**config.mk**
```make
export PLATFORM = sky130hd
export DESIGN_NAME = key_matrix_change_detector
export DESIGN_NICKNAME = d
export VERILOG_FILES = /design/src/rtl/core/kmcd_pkg.sv /design/src/rtl/core/kmcd_ram.sv /design/src/rtl/core/key_matrix_change_detector.sv
export SDC_FILE = /design/constraint.sdc
export NUM_CORES = 1
export LEC_CHECK = 0
export CORE_ASPECT_RATIO = 0.6
export CORE_MARGIN = 8
export CORE_UTILIZATION = 40
export CTS_CLUSTER_DIAMETER = 50
export DETAILED_ROUTE_END_ITERATION = 16
export DONT_BUFFER_PORTS = 1
export PLACE_DENSITY = 0.62
export SYNTH_ARGS = -nofsm -noshare
export SYNTH_HDL_FRONTEND = slang
export SYNTH_SLANG_ARGS = --single-unit
```
**constraint.sdc**
```tcl
create_clock -name aclk -period 2.8 [get_ports aclk]
set_input_delay 0.56 -clock aclk [delete_from_list [all_inputs] [get_ports aclk]]
set_output_delay 0.56 -clock aclk [all_outputs]
set_load 0.01 [all_outputs]
```
**src/rtl/core/kmcd_pkg.sv**
```systemverilog
`default_nettype none

package kmcd_pkg;

    // payload widths
    localparam int KIND_W  = 1;
    localparam int ROW_W   = 3;
    localparam int COL_W   = 3;
    localparam int CODE_W  = 8;
    localparam int LEVEL_W = 8;

    // configuration port
    localparam int CFG_W   = 4;
    localparam int PADDR_W = 3;
    localparam int PDATA_W = 32;

    localparam logic [CFG_W-1:0] RESET_NUM_ROWS = 4'd8;
    localparam logic [CFG_W-1:0] RESET_NUM_COLS = 4'd8;

    // register index, taken from the word address bit
    localparam logic REG_NUM_ROWS = 1'b0;
    localparam logic REG_NUM_COLS = 1'b1;

    // item kinds
    localparam logic [KIND_W-1:0] KIND_MAP_WRITE = 1'b0;
    localparam logic [KIND_W-1:0] KIND_SAMPLE    = 1'b1;

    // matrix size defaults
    localparam int DEF_MAX_ROWS = 8;
    localparam int DEF_MAX_COLS = 8;

endpackage

`default_nettype wire

```
**src/rtl/core/kmcd_ram.sv**
```systemverilog
`default_nettype none

module kmcd_ram #(
    parameter int WIDTH = 8,
    parameter int DEPTH = 8
) (
    input  logic                                     aclk,
    input  logic                                     wr_en,
    input  logic [$clog2(DEPTH > 1 ? DEPTH : 2)-1:0] wr_addr,
    input  logic [WIDTH-1:0]                         wr_data,
    input  logic                                     rd_en,
    input  logic [$clog2(DEPTH > 1 ? DEPTH : 2)-1:0] rd_addr,
    output logic [WIDTH-1:0]                         rd_data
);

    logic [WIDTH-1:0] mem_reg [DEPTH];
    logic [WIDTH-1:0] rd_data_reg;

    always_ff @(posedge aclk) begin
        if (wr_en) begin
            mem_reg[wr_addr] <= wr_data;
        end
        if (rd_en) begin
            rd_data_reg <= mem_reg[rd_addr];
        end
    end

    assign rd_data = rd_data_reg;

endmodule

`default_nettype wire

```
**src/rtl/core/key_matrix_change_detector.sv**
```systemverilog
`default_nettype none

// key matrix change detector: takes one scanned matrix row per item (row index and column
// levels) and emits one press or release item per changed column in use, in rising column
// order, each with its key code from the keymap and the last flag on the final one; a second
// item kind writes one keymap entry. an input item is taken at most once per cycle and moves
// through three stages: previous-level read, event stage, output register. the event stage
// holds a row sample until its final event is read from the keymap and frees at once on a
// keymap write; events leave it one per cycle, set by the single read port of the keymap
// memory, unless the output register stalls. both stores read as zero after reset through
// per-entry valid bits, so no clearing pass is needed.
// num_rows and num_cols should only be written while the block is idle.
module key_matrix_change_detector #(
    parameter int MAX_ROWS = kmcd_pkg::DEF_MAX_ROWS,
    parameter int MAX_COLS = kmcd_pkg::DEF_MAX_COLS
) (
    input  logic                           aclk,
    input  logic                           aresetn,
    // apb configuration port
    input  logic                           psel,
    input  logic                           penable,
    input  logic                           pwrite,
    input  logic [kmcd_pkg::PADDR_W-1:0]   paddr,
    input  logic [kmcd_pkg::PDATA_W-1:0]   pwdata,
    output logic [kmcd_pkg::PDATA_W-1:0]   prdata,
    output logic                           pready,
    // input items
    input  logic                           s_valid,
    output logic                           s_ready,
    input  logic [kmcd_pkg::KIND_W-1:0]    s_kind,
    input  logic [kmcd_pkg::ROW_W-1:0]     s_row,
    input  logic [kmcd_pkg::COL_W-1:0]     s_col,
    input  logic [kmcd_pkg::CODE_W-1:0]    s_key_code,
    input  logic [kmcd_pkg::LEVEL_W-1:0]   s_column_levels,
    // event items
    output logic                           m_valid,
    input  logic                           m_ready,
    output logic                           m_is_release,
    output logic [kmcd_pkg::CODE_W-1:0]    m_event_code,
    output logic [kmcd_pkg::ROW_W-1:0]     m_event_row,
    output logic [kmcd_pkg::COL_W-1:0]     m_event_col,
    output logic                           m_last
);

    import kmcd_pkg::*;

    // address widths of the two stores
    localparam int KDEPTH    = MAX_ROWS * MAX_COLS;
    localparam int RAW       = $clog2(MAX_ROWS > 1 ? MAX_ROWS : 2);
    localparam int KAW       = $clog2(KDEPTH > 1 ? KDEPTH : 2);
    // columns usable at all: limited by the level word as well
    localparam int COL_LIMIT = (MAX_COLS < LEVEL_W) ? MAX_COLS : LEVEL_W;

    // ---------------------------------------------------------------- configuration
    logic [CFG_W-1:0] num_rows_reg;
    logic [CFG_W-1:0] num_cols_reg;
    logic             cfg_wr;

    assign pready = 1'b1;
    assign cfg_wr = psel && penable && pwrite && pready;

    always_ff @(posedge aclk) begin
        if (!aresetn) begin
            num_rows_reg <= RESET_NUM_ROWS;
            num_cols_reg <= RESET_NUM_COLS;
        end else if (cfg_wr) begin
            unique case (paddr[2])
                REG_NUM_ROWS: num_rows_reg <= pwdata[CFG_W-1:0];
                REG_NUM_COLS: num_cols_reg <= pwdata[CFG_W-1:0];
                default: ;
            endcase
        end
    end

    always_comb begin
        prdata = '0;
        unique case (paddr[2])
            REG_NUM_ROWS: prdata = PDATA_W'(num_rows_reg);
            REG_NUM_COLS: prdata = PDATA_W'(num_cols_reg);
            default: prdata = '0;
        endcase
    end

    // rows and columns in use, saturated to the matrix size
    logic [CFG_W:0]       rows_in_use;
    logic [CFG_W-1:0]     cols_in_use;
    logic [LEVEL_W-1:0]   col_mask;

    assign rows_in_use = ({1'b0, num_rows_reg} > (CFG_W+1)'(MAX_ROWS))
                       ? (CFG_W+1)'(MAX_ROWS) : {1'b0, num_rows_reg};
    assign cols_in_use = (num_cols_reg > CFG_W'(COL_LIMIT)) ? CFG_W'(COL_LIMIT) : num_cols_reg;

    always_comb begin
        for (int c = 0; c < LEVEL_W; c++) begin
            col_mask[c] = CFG_W'(c) < cols_in_use;
        end
    end

    // ---------------------------------------------------------------- pipeline control
    logic               s_acc;
    logic               p1_go;
    logic               p2_free;
    logic               p3_free;

    // stage 1: item waits for the previous levels of its row
    logic               p1_vld_reg;
    logic [KIND_W-1:0]  p1_kind_reg;
    logic [ROW_W-1:0]   p1_row_reg;
    logic [COL_W-1:0]   p1_col_reg;
    logic [CODE_W-1:0]  p1_code_reg;
    logic [LEVEL_W-1:0] p1_levels_reg;
    logic               p1_pvld_reg;
    logic               p1_fwd_reg;
    logic [LEVEL_W-1:0] p1_fwd_data_reg;

    // stage 2: event walk or keymap write
    logic               p2_vld_reg;
    logic [KIND_W-1:0]  p2_kind_reg;
    logic [ROW_W-1:0]   p2_row_reg;
    logic [COL_W-1:0]   p2_col_reg;
    logic [CODE_W-1:0]  p2_code_reg;
    logic [LEVEL_W-1:0] p2_rem_reg;
    logic [LEVEL_W-1:0] p2_now_reg;

    // stage 3: output register, key code straight from the keymap read register
    logic               p3_vld_reg;
    logic               p3_rel_reg;
    logic [ROW_W-1:0]   p3_row_reg;
    logic [COL_W-1:0]   p3_col_reg;
    logic               p3_last_reg;
    logic               p3_kvld_reg;

    // ---------------------------------------------------------------- previous-level store
    logic [MAX_ROWS-1:0] prev_vld_reg;
    logic                prev_we;
    logic [RAW-1:0]      prev_rd_addr;
    logic [LEVEL_W-1:0]  prev_rd_data;
    logic [LEVEL_W-1:0]  p1_before;
    logic                p1_row_ok;
    logic [LEVEL_W-1:0]  p1_now;
    logic [LEVEL_W-1:0]  p1_changed;
    logic                fwd_next;

    // out-of-range rows are ignored later, so any in-range address will do for them
    assign prev_rd_addr = (int'(s_row) < MAX_ROWS) ? RAW'(s_row) : '0;

    kmcd_ram #(
        .WIDTH (LEVEL_W),
        .DEPTH (MAX_ROWS)
    ) u_prev_ram (
        .aclk    (aclk),
        .wr_en   (prev_we),
        .wr_addr (RAW'(p1_row_reg)),
        .wr_data (p1_now),
        .rd_en   (s_acc),
        .rd_addr (prev_rd_addr),
        .rd_data (prev_rd_data)
    );

    assign p1_before  = p1_fwd_reg ? p1_fwd_data_reg : (p1_pvld_reg ? prev_rd_data : '0);
    assign p1_row_ok  = (p1_kind_reg == KIND_SAMPLE) && ({2'b00, p1_row_reg} < rows_in_use);
    assign p1_now     = p1_levels_reg & col_mask;
    assign p1_changed = p1_row_ok ? (p1_now ^ (p1_before & col_mask)) : '0;
    assign prev_we    = p1_go && p1_row_ok;
    // a write and a read of the same row at one edge: hand the new levels over directly
    assign fwd_next   = prev_we && (s_row == p1_row_reg);

    // ---------------------------------------------------------------- keymap store
    logic [KDEPTH-1:0]  km_vld_reg;
    logic               km_we;
    logic               km_re;
    logic [KAW-1:0]     km_wr_addr;
    logic [KAW-1:0]     km_rd_addr;
    logic [CODE_W-1:0]  km_rd_data;
    logic [COL_W-1:0]   ev_col;
    logic [LEVEL_W-1:0] rem_after;

    // lowest changed column goes first
    always_comb begin
        ev_col = '0;
        for (int i = LEVEL_W - 1; i >= 0; i--) begin
            if (p2_rem_reg[i]) begin
                ev_col = COL_W'(i);
            end
        end
    end

    assign rem_after  = p2_rem_reg & (p2_rem_reg - LEVEL_W'(1));
    assign km_wr_addr = KAW'(int'(p2_row_reg) * MAX_COLS + int'(p2_col_reg));
    assign km_rd_addr = KAW'(int'(p2_row_reg) * MAX_COLS + int'(ev_col));
    assign km_we      = p2_vld_reg && (p2_kind_reg == KIND_MAP_WRITE)
                     && (int'(p2_row_reg) < MAX_ROWS) && (int'(p2_col_reg) < MAX_COLS);
    assign km_re      = p2_vld_reg && (p2_kind_reg == KIND_SAMPLE)
                     && (p2_rem_reg != '0) && p3_free;

    kmcd_ram #(
        .WIDTH (CODE_W),
        .DEPTH (KDEPTH)
    ) u_keymap_ram (
        .aclk    (aclk),
        .wr_en   (km_we),
        .wr_addr (km_wr_addr),
        .wr_data (p2_code_reg),
        .rd_en   (km_re),
        .rd_addr (km_rd_addr),
        .rd_data (km_rd_data)
    );

    // ---------------------------------------------------------------- handshakes
    assign p3_free = !p3_vld_reg || m_ready;
    // event stage frees up on a keymap write, an empty row, or its final event
    assign p2_free = !p2_vld_reg || (p2_kind_reg == KIND_MAP_WRITE) || (p2_rem_reg == '0)
                  || (km_re && (rem_after == '0));
    assign p1_go   = p1_vld_reg && p2_free;
    assign s_ready = !p1_vld_reg || p2_free;
    assign s_acc   = s_valid && s_ready;

    // ---------------------------------------------------------------- control registers
    always_ff @(posedge aclk) begin
        if (!aresetn) begin
            p1_vld_reg   <= 1'b0;
            p2_vld_reg   <= 1'b0;
            p3_vld_reg   <= 1'b0;
            prev_vld_reg <= '0;
            km_vld_reg   <= '0;
        end else begin
            if (s_acc) begin
                p1_vld_reg <= 1'b1;
            end else if (p1_go) begin
                p1_vld_reg <= 1'b0;
            end
            if (p1_go) begin
                p2_vld_reg <= 1'b1;
            end else if (p2_free) begin
                p2_vld_reg <= 1'b0;
            end
            if (km_re) begin
                p3_vld_reg <= 1'b1;
            end else if (m_ready) begin
                p3_vld_reg <= 1'b0;
            end
            if (prev_we) begin
                prev_vld_reg[RAW'(p1_row_reg)] <= 1'b1;
            end
            if (km_we) begin
                km_vld_reg[km_wr_addr] <= 1'b1;
            end
        end
    end

    // ---------------------------------------------------------------- payload registers
    always_ff @(posedge aclk) begin
        if (s_acc) begin
            p1_kind_reg     <= s_kind;
            p1_row_reg      <= s_row;
            p1_col_reg      <= s_col;
            p1_code_reg     <= s_key_code;
            p1_levels_reg   <= s_column_levels;
            p1_pvld_reg     <= prev_vld_reg[prev_rd_addr];
            p1_fwd_reg      <= fwd_next;
            p1_fwd_data_reg <= p1_now;
        end
        if (p1_go) begin
            p2_kind_reg <= p1_kind_reg;
            p2_row_reg  <= p1_row_reg;
            p2_col_reg  <= p1_col_reg;
            p2_code_reg <= p1_code_reg;
            p2_rem_reg  <= p1_changed;
            p2_now_reg  <= p1_now;
        end else if (km_re) begin
            p2_rem_reg <= rem_after;
        end
        if (km_re) begin
            p3_rel_reg  <= !p2_now_reg[ev_col];
            p3_row_reg  <= p2_row_reg;
            p3_col_reg  <= ev_col;
            p3_last_reg <= (rem_after == '0);
            p3_kvld_reg <= km_vld_reg[km_rd_addr];
        end
    end

    assign m_valid      = p3_vld_reg;
    assign m_is_release = p3_rel_reg;
    assign m_event_code = p3_kvld_reg ? km_rd_data : '0;
    assign m_event_row  = p3_row_reg;
    assign m_event_col  = p3_col_reg;
    assign m_last       = p3_last_reg;

    // ---------------------------------------------------------------- checks
    // the keymap is never written while an event read is in flight in the same cycle
    assert property (@(posedge aclk) disable iff (!aresetn) !(km_we && km_re))
        else $error("keymap read and write in the same cycle");

    // events only come from columns in use
    assert property (@(posedge aclk) disable iff (!aresetn)
        m_valid |-> ({1'b0, m_event_col} < cols_in_use))
        else $error("event from a column not in use");

    // events only come from rows in use
    assert property (@(posedge aclk) disable iff (!aresetn)
        m_valid |-> ({2'b00, m_event_row} < rows_in_use))
        else $error("event from a row not in use");

    // a forwarded level word only follows a write to the same row
    assert property (@(posedge aclk) disable iff (!aresetn)
        (s_acc && fwd_next) |=> (p1_fwd_reg && prev_vld_reg[RAW'(p1_row_reg)]))
        else $error("forwarding without a matching previous-level write");

endmodule

`default_nettype wire
```
### Word-level counts from Yosys, hierarchy flattened

Memory sizes are Yosys's and may differ from the RTL's. A register that Yosys moved wholly into a read port is not among the register bits.
Index checks and enable logic that the tools add are counted.

| word-level totals | value |
|---|---|
| bits in registers | 156 |
| bits in latches | 0 |
| memory bits (writable) | 576 |
| ROM bits | 0 |
| input bits | 65 |
| output and inout port bits | 51 |
| word-level logic and storage cells | 127 |
| memories | 2 |

Memory list:

| name | depth | bits a word | read ports | clocked after memory_dff | wr ports | RTL line | text |
|---|---|---|---|---|---|---|---|
| u_keymap_ram.mem_reg | 64 | 8 | 1 | 1 | 1 | kmcd_ram.sv:16 | `logic [WIDTH-1:0] mem_reg [DEPTH];` |
| u_prev_ram.mem_reg | 8 | 8 | 1 | 1 | 1 | kmcd_ram.sv:16 |  |

| cells by class | value |
|---|---|
| add/subtract/negate cells | 3 |
| $mul | 0 |
| divide/modulo/power cells | 0 |
| magnitude comparators | 18 |
| equality and inequality tests | 1 |
| shift operators | 0 |
| muxes and demuxes | 37 |
| bitwise operators | 8 |
| reductions and logical operators | 32 |

Operator list:

| operator | count |
|---|---|
| 64-bit OR | 1 |
| 32-bit one-hot mux with 2 select lines | 1 |
| 8-bit two-way mux | 6 |
| 8-bit bitwise AND | 3 |
| 3-bit two-way mux | 8 |
| 8-bit logical NOT | 2 |
| 3-bit by 4-bit < comparator with 1-bit output (first input constant) | 4 |
| 1-bit two-way mux | 15 |
| 1-bit logical AND | 14 |
| 6-bit by 7-bit < comparator with 1-bit output (second input constant) | 2 |
| 6-bit by 3-bit adder with 6-bit output | 2 |
| 3-bit by 4-bit < comparator with 1-bit output (second input constant) | 3 |
| 4-bit greater-than comparator (second input constant) | 2 |
| 1-bit by 4-bit < comparator with 1-bit output (first input constant) | 2 |
| 2-bit by 4-bit < comparator with 1-bit output (first input constant) | 2 |
| 4-bit two-way mux | 2 |
| 8-bit OR | 1 |
| 2-bit nonzero test | 4 |
| 8-bit nonzero test | 1 |
| 8-bit by 1-bit subtractor with 8-bit output (second input constant) | 1 |
| 8-bit bitwise XOR | 1 |
| 1-bit binary-select mux with 3-bit select | 2 |
| 1-bit binary-select mux with 6-bit select | 1 |
| 1-bit demux with 6-bit select | 1 |
| other kinds (9) | 18 |

### Depth between registers and ports, before layout

| depth | value |
|---|---|
| depth in word-level cells | 11 |
| gate-level depth with buffers | 14 |
| depth with buffers taken out | 8 |

### Hierarchy

Synthesis repeated with hierarchy kept, for this count alone.

| second synthesis, totals | value |
|---|---|
| cells, all modules | 1723 |
| area, all modules | 30194.0 µm² |

Modules (own cells, without submodules):

| module | times used | cells an instance | area each (µm²) | sequential area each (µm²) |
|---|---|---|---|---|
| kmcd_ram (u_keymap_ram) | 1 | 940 | 20246.9 | 15615.0 |
| key_matrix_change_detector | 1 | 669 | 7175.6 | 3853.7 |
| kmcd_ram (u_prev_ram) | 1 | 114 | 2771.4 | 2162.1 |

### Worst setup path after synthesis

No wires, ideal clock.

| path | value |
|---|---|
| path kind | flip-flop to flip-flop |
| from | register p2_rem_reg[1] |
| to | memory u_prev_ram.mem_reg[6][0], enable pin |
| setup time | 386 ps |
| arrival time | 2630 ps |
| data required time | 2414 ps |
| path slack | -216 ps |
| cell stages (with the launch flop) | 9 |
| path buffers | 2 |
| period minus slack after synthesis | 3016 ps |
| cell sequence | edfxtp_1 > clkbuf_1 > or4_4 > o311ai_4 > and2_1 > a41oi_1 > or2_1 > clkbuf_1 > nor3_1 |

| on the way | value |
|---|---|
| cells in the longest elaborated chain, start to end | 9 |
| elaborated cells on any way between the ends | 14 |
| those cells by class | add/sub (1); mux (2); bitwise (1); reduce/logical (10) |

Ends and longest elaborated chain:

| what | RTL line | text |
|---|---|---|
| from (decl) | key_matrix_change_detector.sv:122 | `logic [LEVEL_W-1:0] p2_rem_reg;` |
| from (signal assigned) | key_matrix_change_detector.sv:268 | `p2_rem_reg <= p1_changed;` |
| from (signal assigned) | key_matrix_change_detector.sv:271 | `p2_rem_reg <= rem_after;` |
| 8-bit by 1-bit subtractor with 8-bit output / 8-bit nonzero test (equally long branches) | key_matrix_change_detector.sv:188, key_matrix_change_detector.sv:194 |  |
| 8-bit bitwise AND / 1-bit logical AND (equally long branches) | key_matrix_change_detector.sv:188, key_matrix_change_detector.sv:194 |  |
| 8-bit logical NOT / 1-bit logical AND (equally long branches) | key_matrix_change_detector.sv:213, key_matrix_change_detector.sv:194 |  |
| 1-bit logical AND | key_matrix_change_detector.sv:213 | `\|\| (km_re && (rem_after == '0));` |
| 1-bit logical OR (*) | key_matrix_change_detector.sv:213 |  |
| 1-bit logical AND (*) | key_matrix_change_detector.sv:214 | `assign p1_go = p1_vld_reg && p2_free;` |
| 1-bit logical AND (*) | key_matrix_change_detector.sv:164 | `assign prev_we = p1_go && p1_row_ok;` |
| 1-bit two-way mux (*) | kmcd_ram.sv:20 | `if (wr_en) begin` |
| 1-bit two-way mux (not written as such) (*) | kmcd_ram.sv:21 | `mem_reg[wr_addr] <= wr_data;` |
| to (decl) | kmcd_ram.sv:16 |  |

Every way passes the cells marked *; elsewhere a longest branch is shown, timed or not.

### Worst setup path in the final report

| path | value |
|---|---|
| from | register p2_rem_reg[2] |
| to | register u_keymap_ram.rd_data_reg[5], in the netlist u_keymap_ram.rd_data[5], read port of u_keymap_ram.mem_reg (data pin) |

| on the way | value |
|---|---|
| cells in the longest elaborated chain, start to end | 4 |
| elaborated cells on any way between the ends | 7 |
| those cells by class | add/sub (1); mux (3); reduce/logical (3) |

Ends and longest elaborated chain:

| what | RTL line | text |
|---|---|---|
| 3-bit two-way mux (3 in series) | key_matrix_change_detector.sv:182 | `if (p2_rem_reg[i]) begin` |
| 6-bit by 3-bit adder with 6-bit output | key_matrix_change_detector.sv:190 | `assign km_rd_addr = KAW'(int'(p2_row_reg) * MAX_COLS + int'(ev_col));` |
| to (decl) | kmcd_ram.sv:17 | `logic [WIDTH-1:0] rd_data_reg;` |

Parallel ways exist; a longest one is shown, timed or not.
A chain may end at the register's enable or synchronous reset.

==> flow_summary.toml <==
[run_status]
status = "finished with violations"
violations = "negative setup slack"

[cells_and_area]
final_core_util = 0.494
fill_cells = 6223
final_nets = 2362
syn2layout_area_growth_pct = 21.7
diodes = 0
largest_reg_flops = 512
drive_gt1_frac = 0.268

[synthesis]
synth_edf_count = 665
synth_top_area_frac = 0.665
yosys_warnings = 0
yosysUniqueCellTypes = 69
syn_area_sq_um = 30000
syn_inst = 2043
yosysMostFrequentCell = "edfxtp_1"
ys_top_cells_by_area = "edfxtp_1, dfxtp_1, a211oi_1"
ys_ff_latch = 748
synth_top_area_cell = "edfxtp_1"
avgSynthCellArea_sq_um = 14.7
synth_ff_type = "edfxtp_1"
yosysSeqAreaShare = 0.721
synth_common_cells = "edfxtp_1, a211oi_1, and3_1"
synthArstFlopShare = 0

[route]
route.detailed.drc = 0
num_vias = 19651
routed_via_density = 5.89
wl_per_cell_um = 26.1
dr.pass1.iters = 5
routed_wl_um = 87000
drt_first_iter_violations = 2409
postRouteAntennaNets = 0

[critical_path]
endpoint_kind = "register"
crit_required_ns = 3.16
critPathTopFamily = "compound AO/OA/AOI/OAI gates"
crit_top_cell = "o211ai_1"
reg2reg_slack_ns = -0.43
r2r_cells = 10
path_buf_inv = 3
cp.arrival_ns = 3.59
worstSetupStartpointType = "register"
max_stage_delay_ns = 0.50
slowest_stage = "edfxtp_1"
rr_endpoint = "u_keymap_ram.rd_data[5]$_DFFE_PP_"
path_max_fanout = 4
path_cells = "buf_6, nor2b_4, o21ba_4, nor2_8, buf_12, buf_8, mux4_2, o211ai_1, o211ai_1, or4_1"
r2r-start = "p2_rem_reg[2]$_DFFE_PP_"
critical_path_class = "register to register"

[placement]
dp_hpwl_um = 55200
gp_congestion = 0.873
io_buffers = 0

[die]
row_count = 77
ios = 116
die_area_sq_um = 84300
die_w_um = 370
core_area_sq_um = 74000
die_h_um = 228
initial_core_util = 0.406

[sta]
min_period_ns = 3.23
relSlewSlack = 0.300
fmax_ghz = 0.310
skew_ns = 0.0229
worst_slack_ns = -0.426
hold_viol_final = 0
drv_slew = 0
setup_violations = 113
rsz0062_at_grt = "yes"
worst_slew_pin_slew_ns = 1.05
min_period_over_period = 1.15

[global_route]
grt_pass1_wl_um = 125000
grt_use_total = 0.195
antenna_found_initial = 2
overflow = 0
grt_max_degree = 85
grt_pass1_vias = 18682

[power]
powerDensity_nw_per_um2 = 658
p_seq_frac = 0.513
clkPwrFrac = 0.382
combinationalPowerShare = 0.105
p_int_mw = 18.3
p_leak_nw = 12.6
switching_share = 0.239
ir_drop_v = 0.000466
power_mw = 24.0
p_switching_mw = 5.75

[job]
max-cap-violations = 0

[cts]
cts_buffer_depth = 3
cts_tree = "done"
cts_root_buffer = "clkbuf_16"
htreeDepth = 3
cts_hold_buf = 0
path_clk_slew_ns = 0.07
clk_latency_ns = 0.62
cts.sinks = 748
numCtsBuffers = 69

[min_path]
hold_path.class = "primary input to register"
holdCritStartpoint = "s_column_levels[4]"
hold-path-endpoint = "p1_levels_reg[4]$_DFFE_PP_"
min_path_cells = 0
==> metrics by stage <==
step	setup WS, ns	cells	setup TNS, ns	hold WS [ns]	instance area [sq um]
final	-0.426	3337	-17.30	0.0400	36500
after floorplan	-0.0195	2070	-0.312	0.400	30100
after global placement	-0.617	3172	-7.63	0.408	33100
after global routing	-0.416	3337	-23.42	0.00912	36500
after CTS	-0.370	3326	-15.30	0.00584	35800
after detailed placement	-0.593	3172	-8.12	0.405	33100
==> how the worst max path moves through the flow <==
stage                                         endpoint               startpoint  cells past startpoint  slack, ns
floorplan           u_prev_ram.mem_reg[2][0]$_DFFE_PP_  p2_rem_reg[1]$_DFFE_PP_                      8      -0.02
global placement     u_keymap_ram.rd_data[5]$_DFFE_PP_  p2_rem_reg[3]$_DFFE_PP_                      9      -0.62
detailed placement   u_keymap_ram.rd_data[5]$_DFFE_PP_  p2_rem_reg[3]$_DFFE_PP_                      9      -0.59
CTS                  u_keymap_ram.rd_data[5]$_DFFE_PP_  p2_rem_reg[2]$_DFFE_PP_                     10      -0.37
global route         u_keymap_ram.rd_data[5]$_DFFE_PP_  p2_rem_reg[2]$_DFFE_PP_                     10      -0.42
finish               u_keymap_ram.rd_data[5]$_DFFE_PP_  p2_rem_reg[2]$_DFFE_PP_                     10      -0.43
==> layer usage <==
layer / track usage / vias up / wire [um]
met1: 0.299 / 10032 / 39400
li1: - / 8505 / -
met2: 0.268 / 1015 / 35900
met4: 0.0373 / 0 / 1230
met5: 0 / - / 0
met3: 0.0657 / 99 / 10500
==> timing repair <==
action / 4_1_cts / 5_1_grt
setup endpoints to repair: 76 / 141
setup buffers: 25 / 8
pin swaps: 14 / 35
resized for setup: 68 / 105
cloned: 3 / 6
==> power by group through the flow <==
| stage | Combinational (mW) | Clock [mW] | Sequential (mW) |
|---|---|---|---|
| final | 2.53 | 9.18 | 12.3 |
| after global routing | 2.66 | 9.72 | 12.3 |
| after CTS | 2.29 | 9.32 | 12.3 |
| after detailed placement | 2.16 | 0 | 12.6 |
| after global placement | 2.12 | 0 | 12.6 |
| after floorplan | 1.15 | 0 | 12.6 |
==> cells in the final DEF, fill, tap and decap left out, types with 13 or more instances in the layout <==
cell type,instances
a31oi_1,26
buf_4,274
nor2_1,71
a21oi_1,22
clkinv_2,13
mux4_2,36
nand3_1,134
edfxtp_1,665
clkbuf_16,77
and3_1,140
a211oi_1,123
o21a_1,71
buf_12,25
nand2_1,85
dfxtp_1,83
nor2b_1,17
conb_1,29
buf_6,25
nor4_1,28
nand4_1,18
mux2_2,13
a31o_2,34
mux2i_1,15
a211oi_2,27
o21ai_0,76
clkbuf_1,22
==> cell families (layout without fill, tap and decap cells) <==
group,Yosys count,after routing,synth area share
muxes,64,64,0.0369
AOI/OAI and AO/OA,439,439,0.103
buffers and inverters,189,469,0.0291
xor gates and xnor gates,11,11,0.00321
DFF,748,748,0.721
and+or+nand+nor,587,587,0.106
adders and majority gates,3,3,0.00117
other,2,29,0.000250
==> final cells by class <==
| class | instances | area, sq um | share of cell area |
|---|---|---|---|
| clock inverter | 25 | 191 | 0.00524 |
| inverter | 5 | 33.8 | 0.000925 |
| multi-input combinational | 1133 | 8370 | 0.229 |
| tap | 987 | 1230 | 0.0338 |
| clock buffer | 101 | 1980 | 0.0542 |
| timing repair buffer | 338 | 3100 | 0.0849 |
| sequential | 748 | 21600 | 0.592 |
(Power assumes the default switching activity.)
